===== src/hdl/tmpm_pkg.sv =====
package tmpm_pkg;

  localparam int NODE_COUNT_DEF = 256;
  localparam int MAX_DEPTH_DEF  = 32;

  localparam logic REQ_INSERT = 1'b0;
  localparam logic REQ_SEARCH = 1'b1;

  localparam logic RES_INSERT = 1'b0;
  localparam logic RES_MATCH  = 1'b1;

  localparam logic [1:0] INS_ADDED = 2'd0;
  localparam logic [1:0] INS_DUP   = 2'd1;
  localparam logic [1:0] INS_FULL  = 2'd2;
  localparam logic [1:0] INS_LONG  = 2'd3;

  typedef enum logic [3:0] {
    ST_CLEAR,
    ST_IDLE,
    ST_INS_RD,
    ST_INS_UPD,
    ST_FIN_RD,
    ST_FIN,
    ST_SEL,
    ST_CHILD,
    ST_INFO,
    ST_END
  } state_t;

  typedef struct packed {
    logic clear_step;
    logic accept_ins;
    logic accept_srch;
    logic ins_rd;
    logic ins_upd;
    logic fin_rd;
    logic fin_commit;
    logic sel_skip;
    logic sel_rd;
    logic child_step;
    logic info_step;
    logic end_step;
  } cmd_t;

  typedef struct packed {
    logic clear_last;
    logic last;
    logic top_live;
    logic k_zero;
    logic child_zero;
    logic info_final;
    logic pend_valid;
    logic out_free;
  } status_t;

endpackage


===== src/hdl/tmpm_ctrl.sv =====
module tmpm_ctrl
  import tmpm_pkg::*;
(
  input  logic    clk,
  input  logic    rst,
  input  logic    in_valid,
  input  logic    in_req_type,
  output logic    in_ready,
  input  status_t stat,
  output cmd_t    cmd
);

  state_t state, state_next;
  logic   info_hold;

  assign info_hold = stat.info_final && stat.pend_valid && !stat.out_free;

  always_ff @(posedge clk) begin
    if (rst) begin
      state <= ST_CLEAR;
    end else begin
      state <= state_next;
    end
  end

  always_comb begin
    state_next = state;
    case (state)
      ST_CLEAR: begin
        if (stat.clear_last) state_next = ST_IDLE;
      end
      ST_IDLE: begin
        if (in_valid) state_next = (in_req_type == REQ_SEARCH) ? ST_SEL : ST_INS_RD;
      end
      ST_INS_RD:  state_next = ST_INS_UPD;
      ST_INS_UPD: state_next = stat.last ? ST_FIN_RD : ST_IDLE;
      ST_FIN_RD:  state_next = ST_FIN;
      ST_FIN: begin
        if (stat.out_free) state_next = ST_IDLE;
      end
      ST_SEL: begin
        if (stat.top_live) state_next = ST_CHILD;
        else state_next = stat.k_zero ? ST_END : ST_SEL;
      end
      ST_CHILD: begin
        if (!stat.child_zero) state_next = ST_INFO;
        else state_next = stat.k_zero ? ST_END : ST_SEL;
      end
      ST_INFO: begin
        if (!info_hold) state_next = stat.k_zero ? ST_END : ST_SEL;
      end
      ST_END: begin
        if (!stat.pend_valid || stat.out_free) state_next = ST_IDLE;
      end
      default: state_next = ST_CLEAR;
    endcase
  end

  always_comb begin
    cmd             = '0;
    in_ready        = (state == ST_IDLE);
    cmd.clear_step  = (state == ST_CLEAR);
    cmd.accept_ins  = (state == ST_IDLE) && in_valid && (in_req_type == REQ_INSERT);
    cmd.accept_srch = (state == ST_IDLE) && in_valid && (in_req_type == REQ_SEARCH);
    cmd.ins_rd      = (state == ST_INS_RD);
    cmd.ins_upd     = (state == ST_INS_UPD);
    cmd.fin_rd      = (state == ST_FIN_RD);
    cmd.fin_commit  = (state == ST_FIN) && stat.out_free;
    cmd.sel_skip    = (state == ST_SEL) && !stat.top_live;
    cmd.sel_rd      = (state == ST_SEL) && stat.top_live;
    cmd.child_step  = (state == ST_CHILD);
    cmd.info_step   = (state == ST_INFO) && !info_hold;
    cmd.end_step    = (state == ST_END) && (!stat.pend_valid || stat.out_free);
  end

endmodule


===== config.mk =====
export PLATFORM = sky130hd
export DESIGN_NAME = tmpm_ctrl
export DESIGN_NICKNAME = d
export VERILOG_FILES = /design/src/hdl/tmpm_pkg.sv /design/src/hdl/tmpm_ctrl.sv
export SDC_FILE = /design/constraint.sdc
export NUM_CORES = 1
export LEC_CHECK = 0
export ABC_AREA = 1
export BUFFER_PORTS_ARGS = -buffer_cell sky130_fd_sc_hd__buf_2
export CAP_MARGIN = 10
export CORE_AREA = 2 2 39 41
export CTS_CLUSTER_SIZE = 16
export DETAILED_ROUTE_END_ITERATION = 8
export DIE_AREA = 0 0 41 43
export PLACE_DENSITY = 0.67
export SETUP_SLACK_MARGIN = 0.5
export SLEW_MARGIN = 20
export SYNTH_ARGS = -nofsm -noshare
export SYNTH_HDL_FRONTEND = slang
export SYNTH_SLANG_ARGS = --single-unit

===== constraint.sdc =====
create_clock -name clk -period 1.82 [get_ports clk]
set_clock_uncertainty 0.2 [all_clocks]
set_input_delay 0.273 -clock clk [delete_from_list [all_inputs] [get_ports clk]]
set_output_delay 0.273 -clock clk [all_outputs]
set_load 0.05 [all_outputs]

==> out/results.tsv <==
stage	metric	value	unit
status	outcome	complete, no violations	
cts	cts_tree	built	
sta	final_max_slew_viol_count	0	
die	row_count	14	
sta	max_slew_margin	0.8371	
synthesis	synth_top_family_by_area	simple AND/OR/NAND/NOR gates	
critical_path	cpMaxStageDelayCell	dfxtp_4	
die	start_util	0.3228	
routing	drc	0	
cts	clk_path_buf_depth	2	
cts	cts_buffers	3	
routing	post_drt_wl_per_cell	12.67	um
die	die_w	41	um
layout	n_antenna_cell	0	
cts	cts-htree-levels	1	
die	coreArea	1384	um^2
power_and_ir_drop	p_seq_frac	0.156	
grt	grtUsageTotal	0.2161	
critical_path	required	1350	ps
placed_design	dpl.hpwl	1170	um
cts	root_buffer	clkbuf_4	
grt	antenna_found_initial	0	
placed_design	port_buffers	24	
critical_path	r2r-end	state[0]$_SDFFE_PP0P_	
layout	multi_input_area	481.7	um^2
routing	dr_total_vias	703	
critical_path	reg2reg_slack	200	ps
sta	hold_viol	0	
layout	drive_above_1_share	0.6667	
routing	via_per_inst	4.848	
critical_path	path_cells	inv_4 -> nand2_4 -> nor2_4 -> inv_4 -> nor3_4 -> buf_6	
synthesis	synth_nets	96	
layout	biggestRegsByFlops	state (4)	
critical_path	regToRegStartpoint	state[2]$_SDFFE_PP0P_	
power_and_ir_drop	p_leak	0.0005099	uW
cts	clock-sinks	4	
synthesis	yosysUniqueCellTypes	14	
synthesis	synth_xor_area_frac	0	
cts	clkLatencyLatePin	250	ps
power_and_ir_drop	switchingPower	599.6	uW
layout	fill_cells	110	
critical_path	critPathCaptureType	output pin	
layout	fin_util	0.7658	
hold_path	hp-class	in2reg	
critical_path	crit_cells	6	
power_and_ir_drop	p_int	529.4	uW
layout	synthToLayoutAreaGrowth	137.3	%
power_and_ir_drop	power_density	1065	nW/um^2
synthesis	yosys_warnings	0	
power_and_ir_drop	vdd_drop_max	0.7070	mV
layout	regMostFlops	state	
grt	grt_overflow	0	
sta	layout_min_cycle_time	1723	ps
critical_path	endpoint	cmd[9]	
synthesis	synth-adder-area-share	0	
sta	setup_ws	97.24	ps
sta	tns	0	ps
layout	final_nets	142	
power_and_ir_drop	power_frac_comb	0.730	
placed_design	routabilityCongestion	0.8020	
layout	largest_reg_flops	4	
sta	period_share	0.9466	
layout	final_cell_area	1060	um^2
critical_path	cp_max_fo	4	
synthesis	ys_seq_area_frac	0.1793	
routing	drt-initial-drc-count	25	
synthesis	syn-instance-count	84	
routing	wl_met2	1085	um
power_and_ir_drop	power_frac_clock	0.115	
synthesis	synth_mux_area_frac	0	
synthesis	postSynthAreaPerCell	5.318	um^2
critical_path	r2r_cells	10	
cts	clkSlewWorstSetupHoldPaths	40	ps
critical_path	crit_top_cell	inv_4	
grt	grt_max_degree	7	
routing	first_pass_iters	4	
critical_path	crit_path_start_kind	register	
critical_path	cp.arrival	1250	ps
layout	final_cell_mix	15 x nand2_1, 15 x buf_4, 11 x buf_2	
power_and_ir_drop	switching_share	0.5311	
critical_path	cp-startpoint	state[3]$_SDFFE_PP0P_	
grt	grt_pass1_vias	634	
synthesis	ys_seq_elements	4	
routing	wl_met1	627	um
critical_path	slowest_delay	360	ps
placed_design	place_area	730.7	um^2
placed_design	place_ws	208.0	ps
routing	final_antenna_net_count	0	
critical_path	path_class	reg2out	
die	fp.dieH	43	um
synthesis	synth_simple_gate_area_frac	0.6246	
sta	report.final.setup_viol	0	
routing	wirelength	1837	um
sta	tightestPinTransition	243.5	ps
flow_run	drv_cap	0	
critical_path	timing.critical_path.buf_inv	3	
grt	grt_pass1_wl	2539	um
sta	max_freq	0.5805	GHz
die	io_pins	25	
die	die-area	1763	um^2
critical_path	crit_family	flip-flops	
cts	cts_hold_buf	0	
synthesis	netlist_area	446.7	um^2
sta	rsz0062_at_grt	true	
routing	route.met3.wl	94	um
synthesis	synth-compound-area-share	0.08683	
layout	seqCellArea	95.09	um^2
routing	top_layer_used	met4	
-- cells by family after synthesis --
group                  count (synthesis)
AND/OR/NAND/NOR                       60
buffers and inverters                 13
AO/OA/AOI/OAI                          7
flip-flops                             4
-- final cells by class --
type / count / area share
clock buffers: 4 / 0.02479
inverters: 13 / 0.06848
multi-input cells: 67 / 0.4545
flip-flops and latches: 4 / 0.08973
well taps: 16 / 0.01889
repair buffers: 41 / 0.3436
-- through the flow --
| stage | power (uW) | std cells | hold slack [ps] |
|---|---|---|---|
| 2_1_floorplan | 618.5 | 84 | 132.4 |
| 3_3_place_gp | 726.6 | 125 | 272.8 |
| 3_5_place_dp | 729.9 | 125 | 268.9 |
| 4_1_cts | 1049 | 138 | 11.03 |
| 5_1_grt | 1188 | 145 | 20.79 |
| 6_report | 1129 | 145 | 14.51 |
-- worst register-to-register path, delay by kind of cell, from the launching register on --
| family | cells | cell delay, ps |
|---|---|---|
| and+or+nand+nor | 6 | 480 |
| buffers and inverters | 3 | 400 |
| DFF | 1 | 360 |
| AOI/OAI and AO/OA | 1 | 110 |
-- power groups by stage --
stage                     Combinational [uW]  Sequential [uW]  Clock, uW
after floorplan                          468              150          0
after global placement                   574              153          0
after detailed placement                 574              155          0
after CTS                                750              168        131
after global routing                     873              179        136
final                                    824              176        129
-- metal layers --
layer,global-route usage,vias to the layer above
met5,0,-
met4,0.1533,0
met3,0.01571,4
met2,0.3719,27
met1,0.2258,320
li1,-,352
-- worst min-delay path by stage --
stage | from | endpoint | slack (ps) | depth (start not counted)
floorplan | rst | state[2]$_SDFFE_PP0P_ | 130 | 1
global placement | rst | state[0]$_SDFFE_PP0P_ | 270 | 2
detailed placement | rst | state[2]$_SDFFE_PP0P_ | 270 | 2
CTS | rst | state[2]$_SDFFE_PP0P_ | 10 | 2
global route | rst | state[2]$_SDFFE_PP0P_ | 20 | 2
finish | rst | state[0]$_SDFFE_PP0P_ | 10 | 2
-- synth_stat cells --
cell	count	area share
nand2_1	23	0.19
nor2_1	14	0.12
inv_1	10	0.084
nand3_1	9	0.10
a21oi_1	4	0.045
dfxtp_1	4	0.18
nor3_1	4	0.045
inv_2	3	0.025
nand2_2	3	0.042
nor2_2	3	0.042
nand3b_1	2	0.034
nor2_4	2	0.050
o21ai_0	2	0.022
o21ai_2	1	0.020
-- what timing repair did --
action                                  4_1_cts  5_1_grt
resized for setup                            39       10
buffers inserted                              9        7
pin swaps                                    11        7
endpoints found under the setup margin       17       17
No activity file was read; power rests on OpenSTA's default activity.
